$ cat config.mk
export PLATFORM = sky130hd
export DESIGN_NAME = flight_deployment_sequencer_flat
export DESIGN_NICKNAME = d
export VERILOG_FILES = /design/src/sv/fds_pkg.sv /design/src/sv/fds_if.sv /design/src/sv/fds_regs.sv /design/src/sv/fds_measure.sv /design/src/sv/fds_phase.sv /design/src/sv/flight_deployment_sequencer.sv /design/src/flat_wrapper.sv
export SDC_FILE = /design/constraint.sdc
export NUM_CORES = 2
export LEC_CHECK = 0
export BUFFER_PORTS_ARGS = -buffer_cell sky130_fd_sc_hd__buf_4
export CAP_MARGIN = 10
export CORE_UTILIZATION = 45
export CTS_CLUSTER_SIZE = 14
export DETAILED_ROUTE_END_ITERATION = 8
export PLACE_DENSITY = 0.57
export SLEW_MARGIN = 20
export SYNTH_ARGS = -nofsm -noshare
export SYNTH_HDL_FRONTEND = slang
export SYNTH_SLANG_ARGS = --single-unit
$ cat constraint.sdc
create_clock -name clk -period 8.8 [get_ports clk]
set_input_delay 0 -clock clk [delete_from_list [all_inputs] [get_ports clk]]
set_output_delay 0 -clock clk [all_outputs]
set_load 0.03 [all_outputs]
$ cat src/sv/fds_pkg.sv
// Shared types, register codes and constants of the flight deployment sequencer
package fds_pkg;

  typedef enum logic [2:0] {
    PH_PAD      = 3'd0,
    PH_FLIGHT   = 3'd1,
    PH_LANDED   = 3'd2,
    PH_SIGNAL   = 3'd3,
    PH_TRIGGER  = 3'd4,
    PH_DEPLOYED = 3'd5
  } phase_t;

  localparam int CFG_INDEX_W = 3;
  localparam logic [CFG_INDEX_W-1:0] CFG_GROUND_LEVEL  = 3'd0;
  localparam logic [CFG_INDEX_W-1:0] CFG_LAUNCH_HEIGHT = 3'd1;
  localparam logic [CFG_INDEX_W-1:0] CFG_LAND_HEIGHT   = 3'd2;
  localparam logic [CFG_INDEX_W-1:0] CFG_MAG_TOLERANCE = 3'd3;
  localparam logic [CFG_INDEX_W-1:0] CFG_STABLE_LIMIT  = 3'd4;
  localparam logic [CFG_INDEX_W-1:0] CFG_VERIFY_COUNT  = 3'd5;

  localparam int HEIGHT_W = 20;
  localparam int LIMIT_W  = 31;
  localparam int COUNT_W  = 8;
  localparam int AVG_W    = 32;

  localparam logic [HEIGHT_W-1:0] LAUNCH_HEIGHT_RST = 20'd3200;
  localparam logic [HEIGHT_W-1:0] LAND_HEIGHT_RST   = 20'd3200;
  localparam logic [LIMIT_W-1:0]  MAG_TOLERANCE_RST = 31'd1258291;
  localparam logic [LIMIT_W-1:0]  STABLE_LIMIT_RST  = 31'd838861;
  localparam logic [COUNT_W-1:0]  VERIFY_COUNT_RST  = 8'd20;
  localparam logic [AVG_W-1:0]    AVG_RST           = 32'd41943040;
  localparam logic [AVG_W-1:0]    ONE_G_SQ          = 32'd4194304;

  typedef struct packed {
    logic [HEIGHT_W-1:0] launch_height;
    logic [HEIGHT_W-1:0] land_height;
    logic [LIMIT_W-1:0]  mag_tolerance;
    logic [LIMIT_W-1:0]  stable_limit;
    logic [COUNT_W-1:0]  verify_count;
  } cfg_t;

  typedef struct packed {
    logic             launch_ok;
    logic             land_ok;
    logic [AVG_W-1:0] err_sat;
    logic             deploy_signal;
    logic             stability_due;
  } meas_t;

  function automatic logic [COUNT_W-1:0] bump(input logic [COUNT_W-1:0] c);
    return (c == {COUNT_W{1'b1}}) ? c : c + COUNT_W'(1);
  endfunction

endpackage

$ cat src/sv/fds_if.sv
// Request channels of the flight deployment sequencer: sensor samples and results
interface fds_sample_if #(
  parameter int ALT_BITS   = 24,
  parameter int ACCEL_BITS = 16
);
  logic                         valid;
  logic                         ready;
  logic signed [ALT_BITS-1:0]   altitude;
  logic signed [ACCEL_BITS-1:0] accel_x;
  logic signed [ACCEL_BITS-1:0] accel_y;
  logic signed [ACCEL_BITS-1:0] accel_z;
  logic                         deploy_signal;
  logic                         stability_due;

  modport source (
    output valid, altitude, accel_x, accel_y, accel_z, deploy_signal, stability_due,
    input  ready
  );
  modport sink (
    input  valid, altitude, accel_x, accel_y, accel_z, deploy_signal, stability_due,
    output ready
  );
endinterface

interface fds_result_if;
  logic       valid;
  logic       ready;
  logic [2:0] phase;
  logic       fire;
  logic       led_red;
  logic       led_green;
  logic       led_blue;

  modport source (
    output valid, phase, fire, led_red, led_green, led_blue,
    input  ready
  );
  modport sink (
    input  valid, phase, fire, led_red, led_green, led_blue,
    output ready
  );
endinterface

$ cat src/sv/fds_regs.sv
// Configuration registers of the flight deployment sequencer
module fds_regs #(
  parameter int ALT_BITS = 24,
  parameter int DATA_W   = 31
) (
  input  logic                             clk,
  input  logic                             rst,
  input  logic                             wr_en,
  input  logic [fds_pkg::CFG_INDEX_W-1:0]  wr_index,
  input  logic [DATA_W-1:0]                wr_data,
  output logic signed [ALT_BITS-1:0]       ground_level,
  output fds_pkg::cfg_t                    cfg
);

  always_ff @(posedge clk) begin
    if (rst) begin
      ground_level      <= '0;
      cfg.launch_height <= fds_pkg::LAUNCH_HEIGHT_RST;
      cfg.land_height   <= fds_pkg::LAND_HEIGHT_RST;
      cfg.mag_tolerance <= fds_pkg::MAG_TOLERANCE_RST;
      cfg.stable_limit  <= fds_pkg::STABLE_LIMIT_RST;
      cfg.verify_count  <= fds_pkg::VERIFY_COUNT_RST;
    end else if (wr_en) begin
      unique case (wr_index)
        fds_pkg::CFG_GROUND_LEVEL:  ground_level <= wr_data[ALT_BITS-1:0];
        fds_pkg::CFG_LAUNCH_HEIGHT: cfg.launch_height <= wr_data[fds_pkg::HEIGHT_W-1:0];
        fds_pkg::CFG_LAND_HEIGHT:   cfg.land_height <= wr_data[fds_pkg::HEIGHT_W-1:0];
        fds_pkg::CFG_MAG_TOLERANCE: cfg.mag_tolerance <= wr_data[fds_pkg::LIMIT_W-1:0];
        fds_pkg::CFG_STABLE_LIMIT:  cfg.stable_limit <= wr_data[fds_pkg::LIMIT_W-1:0];
        fds_pkg::CFG_VERIFY_COUNT:  cfg.verify_count <= wr_data[fds_pkg::COUNT_W-1:0];
        default: ;
      endcase
    end
  end

endmodule

$ cat src/sv/fds_measure.sv
// Sample measurement pipeline: squares and relative altitude, then threshold flags
module fds_measure #(
  parameter int ALT_BITS   = 24,
  parameter int ACCEL_BITS = 16
) (
  input  logic                       clk,
  input  logic                       rst,
  fds_sample_if.sink                 sample,
  input  logic signed [ALT_BITS-1:0] ground_level,
  input  fds_pkg::cfg_t              cfg,
  output logic                       meas_valid,
  input  logic                       meas_ready,
  output fds_pkg::meas_t             meas
);

  localparam int SQ_W  = 2 * ACCEL_BITS;
  localparam int MAG_W = SQ_W + 2;
  localparam int ERR_W = (MAG_W > fds_pkg::AVG_W) ? MAG_W : fds_pkg::AVG_W + 1;
  localparam int REL_W = ALT_BITS + 1;
  localparam int CMP_W = (REL_W > fds_pkg::HEIGHT_W + 1) ? REL_W : fds_pkg::HEIGHT_W + 1;

  logic signed [SQ_W-1:0]  px;
  logic signed [SQ_W-1:0]  py;
  logic signed [SQ_W-1:0]  pz;
  logic                    sq_valid;
  logic                    meas_take;
  logic [SQ_W-1:0]         sq_x;
  logic [SQ_W-1:0]         sq_y;
  logic [SQ_W-1:0]         sq_z;
  logic signed [REL_W-1:0] rel;
  logic                    sig;
  logic                    due;
  logic [MAG_W-1:0]        mag;
  logic [MAG_W-1:0]        one_g;
  logic [MAG_W-1:0]        err;
  logic [ERR_W-1:0]        err_wide;
  logic signed [CMP_W-1:0] rel_wide;
  logic signed [CMP_W-1:0] launch_lim;
  logic signed [CMP_W-1:0] land_lim;

  assign meas_take    = !meas_valid || meas_ready;
  assign sample.ready = !sq_valid || meas_take;

  assign px = SQ_W'(sample.accel_x) * SQ_W'(sample.accel_x);
  assign py = SQ_W'(sample.accel_y) * SQ_W'(sample.accel_y);
  assign pz = SQ_W'(sample.accel_z) * SQ_W'(sample.accel_z);

  always_ff @(posedge clk) begin
    if (rst) begin
      sq_valid <= 1'b0;
    end else if (sample.ready) begin
      sq_valid <= sample.valid;
    end
  end

  always_ff @(posedge clk) begin
    if (sample.valid && sample.ready) begin
      sq_x <= $unsigned(px);
      sq_y <= $unsigned(py);
      sq_z <= $unsigned(pz);
      rel  <= {sample.altitude[ALT_BITS-1], sample.altitude}
            - {ground_level[ALT_BITS-1], ground_level};
      sig  <= sample.deploy_signal;
      due  <= sample.stability_due;
    end
  end

  assign mag        = MAG_W'(sq_x) + MAG_W'(sq_y) + MAG_W'(sq_z);
  assign one_g      = MAG_W'(fds_pkg::ONE_G_SQ);
  assign err        = (mag >= one_g) ? mag - one_g : one_g - mag;
  assign err_wide   = ERR_W'(err);
  assign rel_wide   = CMP_W'(rel);
  assign launch_lim = CMP_W'(cfg.launch_height);
  assign land_lim   = CMP_W'(cfg.land_height);

  always_ff @(posedge clk) begin
    if (rst) begin
      meas_valid <= 1'b0;
    end else if (meas_take) begin
      meas_valid <= sq_valid;
    end
  end

  always_ff @(posedge clk) begin
    if (sq_valid && meas_take) begin
      meas.launch_ok     <= rel_wide >= launch_lim;
      meas.land_ok       <= (rel_wide <= land_lim)
                         && (err_wide <= ERR_W'(cfg.mag_tolerance));
      meas.err_sat       <= (|err_wide[ERR_W-1:fds_pkg::AVG_W]) ? '1
                                                                 : err_wide[fds_pkg::AVG_W-1:0];
      meas.deploy_signal <= sig;
      meas.stability_due <= due;
    end
  end

endmodule

$ cat src/sv/fds_phase.sv
// Phase sequencer: confirmation streaks, stability average and the result register
module fds_phase (
  input  logic           clk,
  input  logic           rst,
  input  logic           meas_valid,
  output logic           meas_ready,
  input  fds_pkg::meas_t meas,
  input  fds_pkg::cfg_t  cfg,
  fds_result_if.source   result
);

  fds_pkg::phase_t                 phase;
  fds_pkg::phase_t                 phase_next;
  logic [fds_pkg::COUNT_W-1:0]     launch_streak;
  logic [fds_pkg::COUNT_W-1:0]     launch_streak_next;
  logic [fds_pkg::COUNT_W-1:0]     land_streak;
  logic [fds_pkg::COUNT_W-1:0]     land_streak_next;
  logic [fds_pkg::COUNT_W-1:0]     signal_streak;
  logic [fds_pkg::COUNT_W-1:0]     signal_streak_next;
  logic [fds_pkg::AVG_W-1:0]       avg;
  logic [fds_pkg::AVG_W-1:0]       avg_next;
  logic [fds_pkg::COUNT_W-1:0]     launch_bump;
  logic [fds_pkg::COUNT_W-1:0]     land_bump;
  logic [fds_pkg::COUNT_W-1:0]     signal_bump;
  logic [fds_pkg::AVG_W:0]         avg_sum;
  logic [fds_pkg::AVG_W-1:0]       avg_half;
  logic                            take;
  fds_pkg::phase_t                 res_phase;
  logic                            res_fire;
  logic                            res_red;
  logic                            res_green;
  logic                            res_blue;

  assign meas_ready  = !result.valid || result.ready;
  assign take        = meas_valid && meas_ready;
  assign launch_bump = fds_pkg::bump(launch_streak);
  assign land_bump   = fds_pkg::bump(land_streak);
  assign signal_bump = fds_pkg::bump(signal_streak);
  assign avg_sum     = {1'b0, avg} + {1'b0, meas.err_sat};
  assign avg_half    = avg_sum[fds_pkg::AVG_W:1];

  always_comb begin
    phase_next         = phase;
    launch_streak_next = launch_streak;
    land_streak_next   = land_streak;
    signal_streak_next = signal_streak;
    avg_next           = avg;
    unique case (phase)
      fds_pkg::PH_PAD: begin
        if (meas.launch_ok) begin
          launch_streak_next = launch_bump;
          if (launch_bump >= cfg.verify_count) phase_next = fds_pkg::PH_FLIGHT;
        end else begin
          launch_streak_next = '0;
        end
      end
      fds_pkg::PH_FLIGHT: begin
        if (meas.land_ok) begin
          land_streak_next = land_bump;
          if (land_bump >= cfg.verify_count) phase_next = fds_pkg::PH_LANDED;
        end else begin
          land_streak_next = '0;
        end
      end
      fds_pkg::PH_LANDED: begin
        signal_streak_next = '0;
        if (meas.deploy_signal) begin
          if (meas.land_ok) begin
            land_streak_next = land_bump;
            if (land_bump >= cfg.verify_count) begin
              signal_streak_next = signal_bump;
              if (signal_bump >= cfg.verify_count) phase_next = fds_pkg::PH_SIGNAL;
            end
          end else begin
            land_streak_next = '0;
          end
        end
      end
      fds_pkg::PH_SIGNAL: begin
        if (meas.stability_due) begin
          avg_next = avg_half;
          if (avg_half < fds_pkg::AVG_W'(cfg.stable_limit)) phase_next = fds_pkg::PH_TRIGGER;
        end
      end
      default: phase_next = fds_pkg::PH_DEPLOYED;
    endcase
  end

  always_comb begin
    res_fire = 1'b0;
    unique case (phase)
      fds_pkg::PH_PAD: begin
        res_phase = fds_pkg::PH_PAD;
        res_red   = meas.deploy_signal;
        res_green = 1'b0;
        res_blue  = 1'b1;
      end
      fds_pkg::PH_FLIGHT: begin
        res_phase = fds_pkg::PH_FLIGHT;
        res_red   = 1'b1;
        res_green = 1'b0;
        res_blue  = 1'b0;
      end
      fds_pkg::PH_LANDED: begin
        res_phase = fds_pkg::PH_LANDED;
        res_red   = 1'b0;
        res_green = 1'b1;
        res_blue  = 1'b0;
      end
      fds_pkg::PH_SIGNAL: begin
        res_phase = fds_pkg::PH_SIGNAL;
        res_red   = 1'b0;
        res_green = 1'b1;
        res_blue  = 1'b1;
      end
      fds_pkg::PH_TRIGGER: begin
        res_phase = fds_pkg::PH_TRIGGER;
        res_fire  = 1'b1;
        res_red   = 1'b1;
        res_green = 1'b0;
        res_blue  = 1'b1;
      end
      default: begin
        res_phase = fds_pkg::PH_DEPLOYED;
        res_red   = 1'b1;
        res_green = 1'b1;
        res_blue  = 1'b1;
      end
    endcase
  end

  always_ff @(posedge clk) begin
    if (rst) begin
      phase         <= fds_pkg::PH_PAD;
      launch_streak <= '0;
      land_streak   <= '0;
      signal_streak <= '0;
      avg           <= fds_pkg::AVG_RST;
    end else if (take) begin
      phase         <= phase_next;
      launch_streak <= launch_streak_next;
      land_streak   <= land_streak_next;
      signal_streak <= signal_streak_next;
      avg           <= avg_next;
    end
  end

  always_ff @(posedge clk) begin
    if (rst) begin
      result.valid <= 1'b0;
    end else if (meas_ready) begin
      result.valid <= meas_valid;
    end
  end

  always_ff @(posedge clk) begin
    if (take) begin
      result.phase     <= res_phase;
      result.fire      <= res_fire;
      result.led_red   <= res_red;
      result.led_green <= res_green;
      result.led_blue  <= res_blue;
    end
  end

endmodule

$ cat src/sv/flight_deployment_sequencer.sv
// Flight deployment sequencer: sample channel in, one result per sample out.
// sample: altitude, three acceleration axes, deploy line and stability flag.
// result: phase in which the sample was handled, fire pulse, three LED bits.
// wr_en / wr_index / wr_data write the six thresholds; write only while idle.
// Pipeline: a sample accepted on sample.valid && sample.ready passes three register
// stages (squares, threshold flags, result register) before its result is valid.
// Throughput: one sample per cycle while result.ready is high; the only loop is the
// phase/streak/average state update in the sequencer stage, registered on each take.
// Reset (synchronous, rst high): phase goes to pad, all streaks to zero, the
// stability average to ten g squared, configuration registers to defaults,
// and every stage empties.
// Stall: the result register holds while result.ready is low; the two earlier
// stages keep filling, so sample.ready drops only once all three are full.
module flight_deployment_sequencer #(
  parameter int ALT_BITS   = 24,
  parameter int ACCEL_BITS = 16,
  localparam int CFG_DATA_W = (ALT_BITS > fds_pkg::LIMIT_W) ? ALT_BITS : fds_pkg::LIMIT_W
) (
  input  logic                            clk,
  input  logic                            rst,
  fds_sample_if.sink                      sample,
  fds_result_if.source                    result,
  input  logic                            wr_en,
  input  logic [fds_pkg::CFG_INDEX_W-1:0] wr_index,
  input  logic [CFG_DATA_W-1:0]           wr_data
);

  logic signed [ALT_BITS-1:0] ground_level;
  fds_pkg::cfg_t              cfg;
  logic                       meas_valid;
  logic                       meas_ready;
  fds_pkg::meas_t             meas;

  fds_regs #(
    .ALT_BITS (ALT_BITS),
    .DATA_W   (CFG_DATA_W)
  ) u_regs (
    .clk          (clk),
    .rst          (rst),
    .wr_en        (wr_en),
    .wr_index     (wr_index),
    .wr_data      (wr_data),
    .ground_level (ground_level),
    .cfg          (cfg)
  );

  fds_measure #(
    .ALT_BITS   (ALT_BITS),
    .ACCEL_BITS (ACCEL_BITS)
  ) u_measure (
    .clk          (clk),
    .rst          (rst),
    .sample       (sample),
    .ground_level (ground_level),
    .cfg          (cfg),
    .meas_valid   (meas_valid),
    .meas_ready   (meas_ready),
    .meas         (meas)
  );

  fds_phase u_phase (
    .clk        (clk),
    .rst        (rst),
    .meas_valid (meas_valid),
    .meas_ready (meas_ready),
    .meas       (meas),
    .cfg        (cfg),
    .result     (result)
  );

endmodule

$ cat src/flat_wrapper.sv
// flat-port wrapper written by rule: the top's interface ports become plain ports
module flight_deployment_sequencer_flat 
#(
  parameter int ALT_BITS   = 24,
  parameter int ACCEL_BITS = 16,
  localparam int CFG_DATA_W = (ALT_BITS > fds_pkg::LIMIT_W) ? ALT_BITS : fds_pkg::LIMIT_W
)
  (clk, rst, wr_en, wr_index, wr_data, sample_valid, sample_altitude, sample_accel_x, sample_accel_y, sample_accel_z, sample_deploy_signal, sample_stability_due, sample_ready, result_valid, result_phase, result_fire, result_led_red, result_led_green, result_led_blue, result_ready);
  fds_sample_if #(.ALT_BITS(ALT_BITS), .ACCEL_BITS(ACCEL_BITS)) sample_i ();
  fds_result_if result_i ();
  input  logic clk;
  input  logic rst;
  input  logic wr_en;
  input  logic [fds_pkg::CFG_INDEX_W-1:0] wr_index;
  input  logic [CFG_DATA_W-1:0] wr_data;
  input wire logic [$bits(sample_i.valid)-1:0] sample_valid;
  input wire logic [$bits(sample_i.altitude)-1:0] sample_altitude;
  input wire logic [$bits(sample_i.accel_x)-1:0] sample_accel_x;
  input wire logic [$bits(sample_i.accel_y)-1:0] sample_accel_y;
  input wire logic [$bits(sample_i.accel_z)-1:0] sample_accel_z;
  input wire logic [$bits(sample_i.deploy_signal)-1:0] sample_deploy_signal;
  input wire logic [$bits(sample_i.stability_due)-1:0] sample_stability_due;
  output wire logic [$bits(sample_i.ready)-1:0] sample_ready;
  output wire logic [$bits(result_i.valid)-1:0] result_valid;
  output wire logic [$bits(result_i.phase)-1:0] result_phase;
  output wire logic [$bits(result_i.fire)-1:0] result_fire;
  output wire logic [$bits(result_i.led_red)-1:0] result_led_red;
  output wire logic [$bits(result_i.led_green)-1:0] result_led_green;
  output wire logic [$bits(result_i.led_blue)-1:0] result_led_blue;
  input wire logic [$bits(result_i.ready)-1:0] result_ready;
  assign sample_i.valid = sample_valid;
  assign sample_i.altitude = sample_altitude;
  assign sample_i.accel_x = sample_accel_x;
  assign sample_i.accel_y = sample_accel_y;
  assign sample_i.accel_z = sample_accel_z;
  assign sample_i.deploy_signal = sample_deploy_signal;
  assign sample_i.stability_due = sample_stability_due;
  assign sample_ready = sample_i.ready;
  assign result_valid = result_i.valid;
  assign result_phase = result_i.phase;
  assign result_fire = result_i.fire;
  assign result_led_red = result_i.led_red;
  assign result_led_green = result_i.led_green;
  assign result_led_blue = result_i.led_blue;
  assign result_i.ready = result_ready;
  flight_deployment_sequencer #(.ALT_BITS(ALT_BITS), .ACCEL_BITS(ACCEL_BITS)) u_core (.clk(clk), .rst(rst), .sample(sample_i), .result(result_i), .wr_en(wr_en), .wr_index(wr_index), .wr_data(wr_data));
endmodule
==> flow_summary.yaml <==
synth:
  yosys_warnings: 0
  synth_edf_count: 163
  synth.area.top_cells: "fa_1, ha_1, edfxtp_1"
  synth.avg_cell_area_um2: 9.25
  ys_seq_area_share_pct: 18.5
  ys.flop_type: "dfxtp_1"
  synthArstFlopShare_pct: 0
  synth_top_area_cell: "fa_1"
  ys_types: 93
  syn-instance-count: 5158
  synth.cell_area_mm2: 0.0477
  synth_seq_cells: 359
  synth_top_area_share_pct: 31.6
layout:
  layout_commonest_cell: "inv_1"
  fillers: 9970
  layout-drive-gt1-share_pct: 5.07
  final_cell_mix: "inv_1, fa_1, nand2_1"
  final_util_pct: 49.6
  num_antenna_cells: 0
  fin_nets: 6595
  area_growth_pct: 9.40
clocking:
  cts_root_buf: "clkbuf_16"
  cts_resized: 0
  cts_buffers: 42
  cts.htree.levels: 2
  clockBufferDepth: 3
  clk_latency_ns: 0.59
  cts.sinks: 359
  post_cts_buffers: 0
  cts_tree: "done"
  clkSlewWorstSetupHoldPaths_ns: 0.06
global_route:
  overflow: 0
  busiest_layer: "met2"
  grt_start_max_net_pins: 105
  grt_pass1_wl_um: 184000
  grt_pass1_vias: 35200
  grt_util_met3_pct: 1.51
  antenna_found_initial: 1
  grtUsageMet2_pct: 37.8
  met1_usage_pct: 28.8
  gr-usage-all-layers_pct: 21.4
routing:
  vias: 34000
  firstDrtPassIters: 7
  drt-initial-drc-count: 1779
  drt_wl_total_um: 112000
  drcViolationCount: 0
  post_drt_wl_per_cell_um: 16.7
  ant_nets: 0
  vias_per_cell: 5.08
placed_design:
  port_buffers: 121
  finalWeightedCongestion: 0.889
  place_hpwl_um: 91100
critical_path:
  cp-end-kind: "flop"
  start_kind: "primary input"
  worstPathRequired_ns: 9.11
  worst-endpoint-arrival_ns: 6.96
  crit_fanout: 20
  path_class: "in2reg"
floorplan:
  io_pins: 122
  std_cell_rows: 119
  die_y_um: 328
  core-area_mm2: 0.105
  initial_core_util_pct: 45.4
  die_w_um: 328
  die-area_mm2: 0.107
sta:
  whs_ns: 0.174
  fin_crit_sh_pct: 75.6
  fin_crit_ns: 6.65
  finalHoldViolations: 0
  rsz0062_at_grt: "no"
  setup_tns_ns: 0
  skew_ns: 0.0328
  setup_viol: 0
  slew_violations: 0
  max-slew-margin-rel_pct: 24.5
  worst_pin_slew_ns: 1.13
  fmaxAchievable_ghz: 0.150
worst_hold_path:
  min_path_type: "in2reg"
run:
  drv_cap: 0
outcome:
  status: "finished clean"
[layout make-up]
type	instances	area [um2]	share of cell area, %
multi-input combinational	3577	34300	65.7
tap	1391	1740	3.34
timing repair buffer	215	1820	3.48
sequential	359	8820	16.9
clock inverter	25	275	0.528
inverter	1077	4040	7.75
clock buffer	53	1170	2.25
[registers in the layout, summed over array words and instances, names as in the netlist, 3 cells and up]
register / flops
u_core.u_measure.meas: 36
u_core.u_measure.rel: 25
u_core.u_measure.sq_x: 31
u_core.u_measure.sq_y: 31
u_core.u_measure.sq_z: 31
u_core.u_phase.avg: 32
u_core.u_phase.land_streak: 8
u_core.u_phase.launch_streak: 8
u_core.u_phase.phase: 3
u_core.u_phase.result.phase: 3
u_core.u_phase.signal_streak: 8
u_core.u_regs.cfg: 110
u_core.u_regs.ground_level: 24
[final timing paths]
path	cells after the start	startpoint	endpoint	slack, ns
hold / removal	2	sample_deploy_signal	u_core.u_measure.sig	0.17
hold reg to reg	0	u_core.u_measure.due	u_core.u_measure.meas[0]	0.43
setup / recovery	25	sample_accel_y[1]	u_core.u_measure.sq_y[31]	2.15
setup reg to reg	24	u_core.u_measure.sq_x[16]	u_core.u_measure.meas[34]	2.41
[per-stage QoR]
stage / cells / setup WS, ns / area, um2
after floorplan: 5159 / 1.31 / 47700
after global placement: 6539 / 1.97 / 49900
after detailed placement: 6539 / 1.90 / 49900
after CTS: 6697 / 2.20 / 52200
after global routing: 6697 / 1.78 / 52200
final: 6697 / 2.15 / 52200
[kinds of logic after synthesis]
group	count (synthesis)	synth area share, %
xor gates and xnor gates	208	3.88
other	2	0.0157
adders and majority gates	1210	43.6
AOI/OAI and AO/OA	745	10.1
buffers and inverters	1223	9.71
muxes	11	0.276
and+or+nand+nor	1400	13.9
DFF	359	18.5
[routing by layer]
metal	up-vias	share of wire (%)	wire length (um)
li1	16600	-	-
met1	16800	45	50500
met2	542	50	55900
met3	120	3.1	3420
met4	0	1.8	2020
met5	-	0	0
[worst max-delay path, stage by stage]
cell	delay, ns
dlygate4sd3_1	0.54
buf_4	0.22
and2_1	0.19
fa_1	0.48
inv_1	0.07
fa_1	0.53
inv_1	0.04
ha_1	0.18
fa_1	0.47
inv_1	0.05
fa_1	0.53
inv_1	0.05
fa_1	0.45
ha_1	0.33
or2_1	0.23
a21oi_1	0.21
a211oi_1	0.10
nor3_1	0.44
o311ai_1	0.19
a21oi_1	0.36
o31ai_1	0.17
and4_1	0.23
a2111oi_0	0.61
o2bb2ai_1	0.21
xnor2_1	0.09
[cell usage after synthesis (all sizes together) (72+ instances only)]
cell and n:
a21o 98, a21oi 291, and2 150, clkbuf 131, dfxtp 196, edfxtp 163
fa 752, ha 458, inv 1075, nand2 619, nand2b 72, nor2 218
o21ai 97, xnor2 157
[what timing repair did]
item,CTS,global route
hold endpoints to repair,195,0
setup endpoints to repair,0,0
hold buffers,80,0
Power is not shown: default switching activity piles up to over one toggle a cycle in this logic, so the estimate is an artifact.
